### src/rtl/tuc_pkg.sv
// Package for the text Unicode classifier: shared constants, flag codes and
// the work-entry types that pass from the byte front end to the result back end.
// No dependencies.
package tuc_pkg;

	localparam int UNIT_BYTES = 4;
	localparam int UNIT_W     = 8 * UNIT_BYTES;
	localparam int PART_W     = 8 * (UNIT_BYTES - 1);
	localparam int PHASE_W    = $clog2(UNIT_BYTES);
	localparam int SAT_W      = $clog2(UNIT_BYTES + 1);
	localparam int MAX_UNITS  = 256;
	localparam int CNT_W      = $clog2(MAX_UNITS + 1);
	localparam int Q_DEPTH    = 4;
	localparam int Q_AW       = $clog2(Q_DEPTH);
	localparam int Q_CW       = $clog2(Q_DEPTH + 1);

	localparam logic [15:0] MASK_RESET      = 16'hFFFF;
	localparam logic [15:0] F_STATISTICS    = 16'h0002;
	localparam logic [15:0] F_CONTROLS      = 16'h0004;
	localparam logic [15:0] F_SIGNATURE     = 16'h0008;
	localparam logic [15:0] F_REV_CONTROLS  = 16'h0040;
	localparam logic [15:0] F_REV_SIGNATURE = 16'h0080;
	localparam logic [15:0] F_ODD_LENGTH    = 16'h0200;
	localparam logic [15:0] F_NULL_BYTES    = 16'h1000;
	localparam logic [15:0] VERDICT_NO      = 16'h0FF0;
	localparam logic [15:0] VERDICT_YES     = 16'hF00F;

	localparam logic [UNIT_W-1:0] U_BOM     = UNIT_W'(32'hFEFF);
	localparam logic [UNIT_W-1:0] U_REV_BOM = UNIT_W'(32'hFFFE);

	// One entry per accepted byte.
	typedef struct packed {
		logic examine;   // a full unit was completed and is to be examined
		logic narrow;    // unit value at most 0xFF
		logic nul;       // unit has a zero low byte or a zero upper part
		logic ctrl;      // standard control or space
		logic rev_ctrl;  // byte-reversed control or space
		logic last;      // final byte of the buffer
		logic sig;       // byte-order mark seen in the first unit
		logic rev_sig;   // reversed byte-order mark seen in the first unit
		logic odd;       // byte count so far is odd
		logic short_buf; // fewer than one unit of bytes so far
	} work_t;

	typedef struct packed {
		logic full;
		logic empty;
	} q_stat_t;

endpackage

### src/rtl/tuc_front.sv
// Front end of the text Unicode classifier: assembles little-endian units
// from bytes and classifies each completed unit into a work entry.
// Depends on tuc_pkg.
module tuc_front (
	input  logic            clk,
	input  logic            arst_n,
	input  logic            in_valid,
	output logic            in_ready,
	input  logic [7:0]      data_byte,
	input  logic            last,
	input  tuc_pkg::q_stat_t q_stat,
	output logic            push_valid,
	output tuc_pkg::work_t  push_entry
);

	logic [tuc_pkg::PHASE_W-1:0] phase_q;
	logic [tuc_pkg::SAT_W-1:0]   sat_q, sat_nxt;
	logic                        odd_q;
	logic                        first_done_q;
	logic                        sig_q, rev_sig_q, sig_nxt, rev_sig_nxt;
	logic [tuc_pkg::PART_W-1:0]  partial_q;
	logic [tuc_pkg::UNIT_W-1:0]  unit;
	logic                        unit_done;
	logic                        take;

	assign in_ready   = !q_stat.full;
	assign take       = in_valid && in_ready;
	assign push_valid = take;

	assign unit_done = (phase_q == tuc_pkg::PHASE_W'(tuc_pkg::UNIT_BYTES - 1));
	assign unit      = {data_byte, partial_q};
	assign sat_nxt   = (sat_q < tuc_pkg::SAT_W'(tuc_pkg::UNIT_BYTES)) ?
		sat_q + tuc_pkg::SAT_W'(1) : sat_q;

	always_comb begin
		sig_nxt     = sig_q;
		rev_sig_nxt = rev_sig_q;
		if (unit_done && !first_done_q) begin
			sig_nxt     = sig_q || (unit == tuc_pkg::U_BOM);
			rev_sig_nxt = rev_sig_q || (unit == tuc_pkg::U_REV_BOM);
		end
	end

	always_comb begin
		push_entry.examine   = unit_done && !(last && data_byte == 8'h00);
		push_entry.narrow    = (unit[tuc_pkg::UNIT_W-1:8] == '0);
		push_entry.nul       = (unit[7:0] == 8'h00) || (unit[tuc_pkg::UNIT_W-1:8] == '0);
		push_entry.ctrl      = (unit == tuc_pkg::UNIT_W'(32'h0D)) ||
			(unit == tuc_pkg::UNIT_W'(32'h0A)) || (unit == tuc_pkg::UNIT_W'(32'h09)) ||
			(unit == tuc_pkg::UNIT_W'(32'h20)) || (unit == tuc_pkg::UNIT_W'(32'h3000)) ||
			(unit == '0);
		push_entry.rev_ctrl  = (unit == tuc_pkg::UNIT_W'(32'h0D00)) ||
			(unit == tuc_pkg::UNIT_W'(32'h0A00)) || (unit == tuc_pkg::UNIT_W'(32'h0900)) ||
			(unit == tuc_pkg::UNIT_W'(32'h2000)) || (unit == '0);
		push_entry.last      = last;
		push_entry.sig       = sig_nxt;
		push_entry.rev_sig   = rev_sig_nxt;
		push_entry.odd       = !odd_q;
		push_entry.short_buf = (sat_nxt < tuc_pkg::SAT_W'(tuc_pkg::UNIT_BYTES));
	end

	always_ff @(posedge clk or negedge arst_n) begin
		if (!arst_n) begin
			phase_q      <= '0;
			sat_q        <= '0;
			odd_q        <= 1'b0;
			first_done_q <= 1'b0;
			sig_q        <= 1'b0;
			rev_sig_q    <= 1'b0;
			partial_q    <= '0;
		end else if (take) begin
			if (last) begin
				phase_q      <= '0;
				sat_q        <= '0;
				odd_q        <= 1'b0;
				first_done_q <= 1'b0;
				sig_q        <= 1'b0;
				rev_sig_q    <= 1'b0;
				partial_q    <= '0;
			end else begin
				sat_q     <= sat_nxt;
				odd_q     <= !odd_q;
				sig_q     <= sig_nxt;
				rev_sig_q <= rev_sig_nxt;
				if (unit_done) begin
					phase_q      <= '0;
					partial_q    <= '0;
					first_done_q <= 1'b1;
				end else begin
					phase_q   <= phase_q + tuc_pkg::PHASE_W'(1);
					partial_q <= partial_q |
						(tuc_pkg::PART_W'(data_byte) << {phase_q, 3'b000});
				end
			end
		end
	end

endmodule

### src/rtl/tuc_queue.sv
// Short work queue between the classifier front end and back end.
// Depends on tuc_pkg.
module tuc_queue (
	input  logic             clk,
	input  logic             arst_n,
	input  logic             push_valid,
	input  tuc_pkg::work_t   push_entry,
	input  logic             pop,
	output tuc_pkg::work_t   pop_entry,
	output tuc_pkg::q_stat_t q_stat
);

	tuc_pkg::work_t            mem_q [tuc_pkg::Q_DEPTH];
	logic [tuc_pkg::Q_AW-1:0]  wr_ptr_q, rd_ptr_q;
	logic [tuc_pkg::Q_CW-1:0]  count_q;
	logic                      do_push, do_pop;

	assign q_stat.full  = (count_q == tuc_pkg::Q_CW'(tuc_pkg::Q_DEPTH));
	assign q_stat.empty = (count_q == '0);
	assign do_push      = push_valid && !q_stat.full;
	assign do_pop       = pop && !q_stat.empty;
	assign pop_entry    = mem_q[rd_ptr_q];

	always_ff @(posedge clk) begin
		if (do_push) begin
			mem_q[wr_ptr_q] <= push_entry;
		end
	end

	always_ff @(posedge clk or negedge arst_n) begin
		if (!arst_n) begin
			wr_ptr_q <= '0;
			rd_ptr_q <= '0;
			count_q  <= '0;
		end else begin
			if (do_push) begin
				wr_ptr_q <= wr_ptr_q + tuc_pkg::Q_AW'(1);
			end
			if (do_pop) begin
				rd_ptr_q <= rd_ptr_q + tuc_pkg::Q_AW'(1);
			end
			if (do_push && !do_pop) begin
				count_q <= count_q + tuc_pkg::Q_CW'(1);
			end else if (do_pop && !do_push) begin
				count_q <= count_q - tuc_pkg::Q_CW'(1);
			end
		end
	end

endmodule

### src/rtl/tuc_back.sv
// Back end of the text Unicode classifier: accumulates unit statistics from
// work entries and forms the masked flags and verdict at the end of a buffer.
// Depends on tuc_pkg.
module tuc_back (
	input  logic             clk,
	input  logic             arst_n,
	input  tuc_pkg::q_stat_t q_stat,
	input  tuc_pkg::work_t   pop_entry,
	output logic             pop,
	input  logic [15:0]      mask,
	output logic             out_valid,
	input  logic             out_ready,
	output logic [15:0]      result_flags,
	output logic             is_unicode
);

	logic [tuc_pkg::CNT_W-1:0] unit_cnt_q, narrow_cnt_q, unit_cnt_nxt, narrow_cnt_nxt;
	logic                      null_q, ctrl_q, rev_ctrl_q;
	logic                      null_nxt, ctrl_nxt, rev_ctrl_nxt;
	logic                      use_unit;
	logic                      out_free;
	logic [15:0]               flags;
	logic                      out_valid_q;
	logic [15:0]               flags_q;
	logic                      unicode_q;

	assign out_free = !out_valid_q || out_ready;
	assign pop      = !q_stat.empty && (!pop_entry.last || out_free);

	assign use_unit = pop_entry.examine &&
		(unit_cnt_q < tuc_pkg::CNT_W'(tuc_pkg::MAX_UNITS));

	always_comb begin
		unit_cnt_nxt   = unit_cnt_q;
		narrow_cnt_nxt = narrow_cnt_q;
		null_nxt       = null_q;
		ctrl_nxt       = ctrl_q;
		rev_ctrl_nxt   = rev_ctrl_q;
		if (use_unit) begin
			unit_cnt_nxt = unit_cnt_q + tuc_pkg::CNT_W'(1);
			if (pop_entry.narrow) begin
				narrow_cnt_nxt = narrow_cnt_q + tuc_pkg::CNT_W'(1);
			end
			null_nxt     = null_q || pop_entry.nul;
			ctrl_nxt     = ctrl_q || pop_entry.ctrl;
			rev_ctrl_nxt = rev_ctrl_q || pop_entry.rev_ctrl;
		end
	end

	always_comb begin
		flags = '0;
		if (!pop_entry.short_buf) begin
			if (pop_entry.sig)                      flags = flags | tuc_pkg::F_SIGNATURE;
			if (pop_entry.rev_sig)                  flags = flags | tuc_pkg::F_REV_SIGNATURE;
			if (pop_entry.odd)                      flags = flags | tuc_pkg::F_ODD_LENGTH;
			if (narrow_cnt_nxt > (unit_cnt_nxt >> 1)) flags = flags | tuc_pkg::F_STATISTICS;
			if (null_nxt)                           flags = flags | tuc_pkg::F_NULL_BYTES;
			if (ctrl_nxt)                           flags = flags | tuc_pkg::F_CONTROLS;
			if (rev_ctrl_nxt)                       flags = flags | tuc_pkg::F_REV_CONTROLS;
			flags = flags & mask;
		end
	end

	always_ff @(posedge clk) begin
		if (pop && pop_entry.last) begin
			flags_q   <= flags;
			unicode_q <= ((flags & tuc_pkg::VERDICT_NO) == '0) &&
				((flags & tuc_pkg::VERDICT_YES) != '0);
		end
	end

	always_ff @(posedge clk or negedge arst_n) begin
		if (!arst_n) begin
			unit_cnt_q   <= '0;
			narrow_cnt_q <= '0;
			null_q       <= 1'b0;
			ctrl_q       <= 1'b0;
			rev_ctrl_q   <= 1'b0;
			out_valid_q  <= 1'b0;
		end else begin
			if (pop) begin
				if (pop_entry.last) begin
					unit_cnt_q   <= '0;
					narrow_cnt_q <= '0;
					null_q       <= 1'b0;
					ctrl_q       <= 1'b0;
					rev_ctrl_q   <= 1'b0;
				end else begin
					unit_cnt_q   <= unit_cnt_nxt;
					narrow_cnt_q <= narrow_cnt_nxt;
					null_q       <= null_nxt;
					ctrl_q       <= ctrl_nxt;
					rev_ctrl_q   <= rev_ctrl_nxt;
				end
			end
			if (pop && pop_entry.last) begin
				out_valid_q <= 1'b1;
			end else if (out_ready) begin
				out_valid_q <= 1'b0;
			end
		end
	end

	assign out_valid    = out_valid_q;
	assign result_flags = flags_q;
	assign is_unicode   = unicode_q;

endmodule

### src/rtl/text_unicode_classifier.sv
// Top level of the text Unicode classifier: mask register, byte front end,
// work queue and result back end. Depends on tuc_pkg, tuc_front, tuc_queue
// and tuc_back.
//
//   channel   direction  handshake            word
//   in        input      in_valid/in_ready    data_byte, last
//   out       output     out_valid/out_ready  result_flags, is_unicode
//   cfg       input      cfg_valid/cfg_ready  request_mask
//
// The block takes one byte per cycle while the queue is not full. Each byte
// becomes one work word in a four-entry queue; the back end drains one word
// per cycle, a last word only when the output is free, so the rate is set by the
// queue and the back end's accumulators, one byte per cycle. The result is
// loaded into the output register at the edge where the last byte's word
// leaves the queue. Reset clears all buffer state and sets the mask to all
// ones. A stalled output holds the last word queued; earlier bytes flow on.
module text_unicode_classifier (
	input  logic        clk,
	input  logic        arst_n,
	input  logic        in_valid,
	output logic        in_ready,
	input  logic [7:0]  data_byte,
	input  logic        last,
	output logic        out_valid,
	input  logic        out_ready,
	output logic [15:0] result_flags,
	output logic        is_unicode,
	input  logic        cfg_valid,
	output logic        cfg_ready,
	input  logic [15:0] request_mask
);

	// The user must see that the mask is written only while the block is idle, so the
	// back end can read it directly when it forms a result; the block leaves it unchecked.
	logic [15:0]      mask_q;
	logic             push_valid;
	logic             pop;
	tuc_pkg::work_t   push_entry;
	tuc_pkg::work_t   pop_entry;
	tuc_pkg::q_stat_t q_stat;

	assign cfg_ready = 1'b1;

	always_ff @(posedge clk or negedge arst_n) begin
		if (!arst_n) begin
			mask_q <= tuc_pkg::MASK_RESET;
		end else if (cfg_valid && cfg_ready) begin
			mask_q <= request_mask;
		end
	end

	// Front end: unit assembly and classification, one byte a cycle if not full.
	tuc_front u_front (
		.clk        (clk),
		.arst_n     (arst_n),
		.in_valid   (in_valid),
		.in_ready   (in_ready),
		.data_byte  (data_byte),
		.last       (last),
		.q_stat     (q_stat),
		.push_valid (push_valid),
		.push_entry (push_entry)
	);

	// Queue decouples byte intake from result delivery.
	tuc_queue u_queue (
		.clk        (clk),
		.arst_n     (arst_n),
		.push_valid (push_valid),
		.push_entry (push_entry),
		.pop        (pop),
		.pop_entry  (pop_entry),
		.q_stat     (q_stat)
	);

	// Back end: counters, seen bits, masking and the verdict.
	tuc_back u_back (
		.clk          (clk),
		.arst_n       (arst_n),
		.q_stat       (q_stat),
		.pop_entry    (pop_entry),
		.pop          (pop),
		.mask         (mask_q),
		.out_valid    (out_valid),
		.out_ready    (out_ready),
		.result_flags (result_flags),
		.is_unicode   (is_unicode)
	);

	// A Unicode verdict never coexists with a failing-test flag.
	a_verdict_consistent: assert property (@(posedge clk) disable iff (!arst_n)
		out_valid |-> !(is_unicode && ((result_flags & tuc_pkg::VERDICT_NO) != '0)))
		else $error("verdict set with a failing flag");

	// Reported flags never include bits outside the mask.
	a_flags_masked: assert property (@(posedge clk) disable iff (!arst_n)
		out_valid |-> ((result_flags & ~mask_q) == '0))
		else $error("flag outside mask reported");

	// The queue cannot look full and empty at once.
	a_queue_sane: assert property (@(posedge clk) disable iff (!arst_n)
		!(q_stat.full && q_stat.empty))
		else $error("queue full and empty");

	// Back pressure on the input comes only from a full queue.
	a_ready_from_queue: assert property (@(posedge clk) disable iff (!arst_n)
		!in_ready |-> q_stat.full)
		else $error("input stalled with queue space");

	// A result is never produced while the queue was empty the cycle before.
	a_result_from_queue: assert property (@(posedge clk) disable iff (!arst_n)
		$rose(out_valid) |-> $past(!q_stat.empty))
		else $error("result without a queued word");

endmodule

### config.mk
export PLATFORM = sky130hd
export DESIGN_NAME = text_unicode_classifier
export DESIGN_NICKNAME = d
export VERILOG_FILES = /design/src/rtl/tuc_pkg.sv /design/src/rtl/tuc_front.sv /design/src/rtl/tuc_queue.sv /design/src/rtl/tuc_back.sv /design/src/rtl/text_unicode_classifier.sv
export SDC_FILE = /design/constraint.sdc
export NUM_CORES = 1
export LEC_CHECK = 0
export BUFFER_PORTS_ARGS = -buffer_cell sky130_fd_sc_hd__buf_2
export CAP_MARGIN = 30
export CORE_MARGIN = 2
export CORE_UTILIZATION = 50
export DETAILED_ROUTE_END_ITERATION = 10
export MAX_ROUTING_LAYER = met4
export PLACE_DENSITY_LB_ADDON = 0.25
export SLEW_MARGIN = 25
export SYNTH_ARGS = -nofsm -noshare
export SYNTH_HDL_FRONTEND = slang
export SYNTH_SLANG_ARGS = --single-unit
### constraint.sdc
create_clock -name clk -period 3.1 [get_ports clk]
set_input_delay 0 -clock clk [delete_from_list [all_inputs] [get_ports clk]]
set_output_delay 0 -clock clk [all_outputs]
set_load 0.02 [all_outputs]
; After elaboration in Yosys (flattened, before gate mapping)
; Memory sizes are Yosys's and may differ from the RTL's.
; Index checks and enable logic that the tools add are counted.
[word_totals]
reg_bits = 95
latch_bits = 0
mem_bits_rw = 40
romBits = 0
input_bits = 30
output_inout_bits = 20
word_cells = 139
memories = 1
[classes]
add_sub_neg = 8
n_mul = 0
n_div = 0
magnitude_cmp = 4
n_eq_ne = 13
shifts = 1
mux = 39
bitwise = 2
n_reduce_logical = 51
[mem_list]
columns = name, words, width, rd, rd_ports_with_merged_regs, wr, line_no
row1 = u_queue.mem_q, 4, 10, 1, 0, 1, tuc_queue.sv:13  ; tuc_pkg::work_t mem_q [tuc_pkg::Q_DEPTH];
[ops]
columns = op, n
row1 = 32-bit by 12-bit == test with 1-bit output (second input constant), 3
row2 = 32-bit by 4-bit == test with 1-bit output (second input constant), 3
row3 = 32-bit by 14-bit == test with 1-bit output (second input constant), 2
row4 = 32-bit by 16-bit == test with 1-bit output (second input constant), 2
row5 = 24-bit two-way mux, 2
row6 = 9-bit two-way mux, 5
row7 = 32-bit by 6-bit == test with 1-bit output (second input constant), 1
row8 = 32-bit logical NOT, 1
row9 = 16-bit two-way mux, 2
row10 = 24-bit logical NOT, 1
row11 = 24-bit OR, 1
row12 = 8-bit by 5-bit left shift with 24-bit output, 1
row13 = 9-bit by 1-bit adder with 9-bit output (second input constant), 2
row14 = 1-bit logical OR, 17
row15 = 1-bit two-way mux, 17
row16 = 16-bit AND, 1
row17 = 16-bit logical NOT, 1
row18 = 8-bit logical NOT, 2
row19 = 16-bit nonzero test, 1
row20 = 3-bit two-way mux, 5
row21 = 13-bit two-way mux, 1
row22 = 1-bit logical AND, 12
row23 = 10-bit two-way mux, 1
row24 = 9-bit by 8-bit greater-than comparator with 1-bit output, 1
row25 = 15 further kinds, 33

; Depth between registers and ports, before layout
[logic_depth]
ltp_word = 13
mapped_depth = 13
depth_no_buf = 11

; Cells and area by module
; A second synthesis with hierarchy kept.
[hier_totals]
hier_cells = 489
hier_area_um2 = 5960.7
[modules_own_cells]
columns = module, instances, cells_each, area_per_inst_um2, seq_area_each_um2
row1 = tuc_queue, 1, 88, 1864.3, 1376.3
row2 = tuc_back, 1, 198, 1850.5, 790.8
row3 = tuc_front, 1, 167, 1565.3, 825.8
row4 = text_unicode_classifier, 1, 36, 680.7, 420.4

; Worst setup path before layout
; Ideal clock, no wire load.
[synth_path]
path_kind = reg-to-reg
startpoint = reg u_queue.rd_ptr_q[1] (netlist bit)
endpoint = reg u_back.unicode_q, in the netlist u_back.is_unicode (data pin)
setup_ps = 269
arrival_time_ps = 2675
required_ps = 2831
path_slack_ps = 157
path_stages_with_launch = 13
n_path_buf = 2
synth_period_minus_slack_ps = 2943
cell_sequence = dfrtp_1 > buf_2 > mux2i_1 > o2bb2ai_1 > and2_0 > clkbuf_1 > mux2_2 > ha_1 > nand4_1 > o22a_1 > nand3_1 > a211oi_1 > o22ai_1
[synth_between]
elab_chain_len = 13
word_cells_on_any_way = 25
cone_classes = order compare (1) / mux (15) / bitwise (1) / reduce/logical (7) / memory (1)
[synth_rtl]
columns = item, line_no
row1 = from (decl), tuc_queue.sv:14  ; logic [tuc_pkg::Q_AW-1:0] wr_ptr_q, rd_ptr_q;
row2 = from (signal assigned), tuc_queue.sv:40  ; rd_ptr_q <= rd_ptr_q + tuc_pkg::Q_AW'(1);
row3 = memory read 4 x 10 bit (*), n/a
row4 = 9-bit two-way mux or 1-bit logical AND (tied branches), "tuc_back.sv:41, tuc_back.sv:30"
row5 = 9-bit two-way mux, tuc_back.sv:39  ; if (use_unit) begin
row6 = 9-bit by 8-bit greater-than comparator with 1-bit output, tuc_back.sv:56  ; if (narrow_cnt_nxt > (unit_cnt_nxt >> 1)) flags = flags | tuc_pkg::F_STATISTICS;
row7 = 2-bit two-way mux, tuc_back.sv:56
row8 = 13-bit two-way mux, tuc_back.sv:57  ; if (null_nxt) flags = flags | tuc_pkg::F_NULL_BYTES;
row9 = 3-bit two-way mux, tuc_back.sv:58  ; if (ctrl_nxt) flags = flags | tuc_pkg::F_CONTROLS;
row10 = 7-bit two-way mux, tuc_back.sv:59  ; if (rev_ctrl_nxt) flags = flags | tuc_pkg::F_REV_CONTROLS;
row11 = 16-bit two-way mux, tuc_back.sv:52  ; if (!pop_entry.short_buf) begin
row12 = 16-bit AND, tuc_back.sv:60  ; flags = flags & mask;
row13 = 16-bit two-way mux (*), tuc_back.sv:52
row14 = 16-bit nonzero test, tuc_back.sv:68  ; ((flags & tuc_pkg::VERDICT_YES) != '0);
row15 = 1-bit logical AND (*), tuc_back.sv:67  ; unicode_q <= ((flags & tuc_pkg::VERDICT_NO) == '0) &&
row16 = to (signal assigned), tuc_back.sv:67
row17 = to (decl), tuc_back.sv:25  ; logic unicode_q;
; Every way passes the cells marked *; elsewhere a longest branch is shown, timed or not. The select of a mux whose other input is x is not followed.
; A chain may end at the register's enable or synchronous reset.

; Worst setup path after layout
[layout_path]
startpoint = reg u_queue.rd_ptr_q[0] (netlist bit)
endpoint = reg u_back.unicode_q, in the netlist u_back.is_unicode (data pin)
; The elaborated chain is that of the path after synthesis.

==> metrics.md <==
| Metric | Value |
|---|---|
| Clock Pin Slew Worst Setup and Hold Paths | about 60 ps |
| CP required | about 3400 ps |
| XOR/XNOR Fraction of Synth Area | between 2 and 3% |
| Post-synthesis adder-cell area fraction | 4.166% |
| Worst path max stage delay | roughly 570 ps |
| Sequential area share after synthesis | a little under three fifths |
| 1st-iter DRT viols | between 200 and 300 |
| Total clock sinks | about 120 |
| Dominant delay contributor by cell family on the critical path | multiplexers |
| R2r startpoint | u_queue.rd_ptr_q[0]$_DFFE_PN0P_ |
| Period utilization | a little over nine tenths |
| Layout Area Growth over Synthesis | 23.16% |
| Share of cells above drive strength 1 | between 20% and 30% |
| Fin area | ~6900 um2 |
| Initial antenna violation count | 0 |
| GRT Util Overall | a little over a fifth |
| Via count | approximately 4000 |
| Routed Antenna Nets | 0 |
| Slowest-stage cell, CP | mux4_2 |
| Startpoint types | flop |
| Power per cell area | 1000 nW/um2 |
| Num ports | 50 |
| Routability cong. | ~0.91 |
| Buf+Inv Stages, Crit Path | 0 |
| Post-synthesis compound-gate area fraction | about an eighth |
| Minimum clock period | 2942 ps |
| Kind of critical path | flop to flop |
| Synth warn | 0 |
| Final HPWL DP | approximately 7800 um |
| Core Footprint | roughly 11000 um2 |
| Status | complete, no violations |
| Final Hold Fails | 0 |
| Worst min-delay path class | input pin to asynchronous set/reset pin |
| Total congestion overflow | 0 |
| P_leak | 2.900 nW |
| Wirelength, routed | 11740 um |
| Unique masters post-synth | between 50 and 60 |
| Critical path peak fanout | 7 |
| PortBufs | 30 |
| Slack of the critical path | between 150 and 200 ps |
| Final Max Tran Viols | 0 |
| Pre-CTS setup slack | around 12 ps |
| TritonCTS clock tree | done |
| First-pass GRT wire length | 19150 um |
| Max VDD drop | about 0.00053 V |
| Most common cell after layout, fill and taps aside | dfrtp_1 |
| CP Cell Sequence | mux4_2, and2_1, mux2_2, ha_1, nand4_1, o22a_1, nand3_2, a211oi_2, o22ai_1 |
| Vias per inst | around 5.5 |
| Cell area after placement | between 5000 and 6000 um2 |
| Max clock buf depth | 2 |
| Avg WL per Cell | approximately 16 um |
| Register bit total from synthesis | 117 |
| Syn_area_per_cell | approximately 11 um2 |
| Worst Setup EP | u_back.is_unicode$_DFFE_PP_ |
| Root buf cell | clkbuf_8 |
| Fraction of the mapped netlist area in simple logic gates | roughly 14% |
| First drt pass iteration count | 5 |
| Synthesized area | around 5600 um2 |
| Chip Width | between 100 and 150 um |
| Die H | ~110 um |
| RR Endpoint | u_back.is_unicode$_DFFE_PP_ |
| Die Area | ~12000 um2 |
| Cells after Synth | around 500 |
| Critical Path Stages | 9 |
| Total CTS buffers | 17 |
| Worst Path Arrival | around 3200 ps |
| Pin count of the biggest net entering global routing | 36 |
| Max-cap viol count | 0 |
| Row Count | 38 |
| Crit path from | u_queue.rd_ptr_q[0]$_DFFE_PN0P_ |
| Initial cell density of the core | approximately 51% |
| Max frequency | about 0.34 GHz |
| R2r setup slk | 160 ps |
| Clock skew | 7.212 ps |
| Nets | 623 |
| Most frequent cells in the layout | dfrtp_1, nor2_1, edfxtp_1 |
| Number of synthesized flops with an enable pin | 48 |
| Async SR Flop Fraction | 58.97% |
| Critical Path Sink Type | flop |
| Tightest Pin Transition | 945.5 ps |
| Largest family of logic cells by synthesized area | simple AND/OR/NAND/NOR gates |
| # fillers | approximately 840 |
| Worst r2r path cells | 9 |
| Post-synthesis mux area share | ~5.9% |
| Vias in the first global route | between 3000 and 4000 |
| Top_reg_cell synth | dfrtp_1 |
| Worst skew pair latency | ~530 ps |
| Antenna Cells | 0 |
| Slew margin rel. | 36.48% |
| H-tree depth | 4 |
| Final Setup Violations | 0 |
| Remaining DRCs | 0 |
## cell type report
cell class	count	area, um2	area share (%)
tap	140	175.2	2.546
multi-input combinational	338	2282	33.17
timing repair buffer	79	589.3	8.565
inverter	22	82.58	1.200
sequential	117	3181	46.23
clock buffer	17	414.1	6.019
clock inverter	15	156.4	2.273
## worst reg2reg max path: cells and delay by family (launching register included)
family                   cells  cell delay [ps]
flip-flops                   1              460
AND/OR/NAND/NOR              3              460
multiplexers                 2              880
adder cells (fa/ha/maj)      1              290
AO/OA/AOI/OAI                3              600
## stage by stage
stage	hold WS [ps]	TNS (ps)	power, mW	utilization (%)	std cells
finish	108.9	0	6.883	63.19	728
CTS	147.3	0	6.745	61.99	722
floorplan	-295.6	0	4.133	-	507
global placement	139.6	0	4.734	54.26	663
detailed placement	155.5	0	4.823	54.26	663
global route	185.1	-2.559	7.358	63.19	728
## timing repair
action,in CTS,in global routing
endpoints found under the hold margin,72,0
setup buffers,0,6
hold buffers,27,0
resized for setup,0,20
endpoints found under the setup margin,0,2
## worst min path at each step
stage	startpoint	to	slack (ps)
after detailed placement	arst_n	u_back.narrow_cnt_q[2]$_DFFE_PN0P_	160
after global placement	arst_n	u_back.narrow_cnt_q[2]$_DFFE_PN0P_	140
after floorplan	arst_n	u_back.ctrl_q$_DFFE_PN0P_	-300
after CTS	arst_n	u_back.narrow_cnt_q[1]$_DFFE_PN0P_	150
after global routing	arst_n	u_back.unit_cnt_q[3]$_DFFE_PN0P_	190
final	arst_n	u_back.narrow_cnt_q[1]$_DFFE_PN0P_	110
## synth_stat cells (10+ instances only)
cell / n / area, um2
nor2_1: 54 / 202.7
nand2_1: 40 / 150.1
mux2_2: 10 / 112.6
clkbuf_1: 14 / 52.55
o21ai_0: 19 / 95.09
ha_1: 17 / 212.7
dfrtp_1: 62 / 1551
buf_4: 10 / 75.07
xnor2_1: 14 / 122.6
nand4_1: 12 / 75.07
edfxtp_1: 48 / 1441
inv_1: 21 / 78.83
a21oi_1: 47 / 235.2
## cells by family (layout without fill, tap and decap cells)
logic type	count (synthesis)	count (layout)
fa+ha+maj	18	18
flops	117	117
simple gates	160	160
buf+inv	52	133
mux	23	23
compound gates	108	108
xor+xnor	19	19
other cells	2	10
## sequential cells by signal, summed over array words and instances (netlist names)
register,flops
mask_q,7
u_back.ctrl_q,1
u_back.is_unicode,1
u_back.narrow_cnt_q,9
u_back.null_q,1
u_back.out_valid,1
u_back.result_flags,7
u_back.rev_ctrl_q,1
u_back.unit_cnt_q,9
u_front.first_done_q,1
u_front.odd_q,1
u_front.partial_q,24
u_front.phase_q,2
u_front.rev_sig_q,1
u_front.sat_q,3
u_front.sig_q,1
u_queue.count_q,3
u_queue.mem_q,40
u_queue.rd_ptr_q,2
u_queue.wr_ptr_q,2
## power by group
part	total [mW]	internal [mW]	switching [mW]	leakage [nW]
Combinational	2.52	1.07	1.45	1.28
Sequential	2.49	2.15	0.348	1.34
Clock	1.87	1.15	0.723	0.280
Total	6.88	4.37	2.52	2.90
## routing by layer
metal,up-vias,track usage [%],share of wire [%]
met5,-,-,0
met4,0,8.590,1.6
met3,23,7.054,5.1
met2,115,33.42,48
met1,1938,27.47,45
li1,1958,-,-
Power figures use the tool's default switching activity.
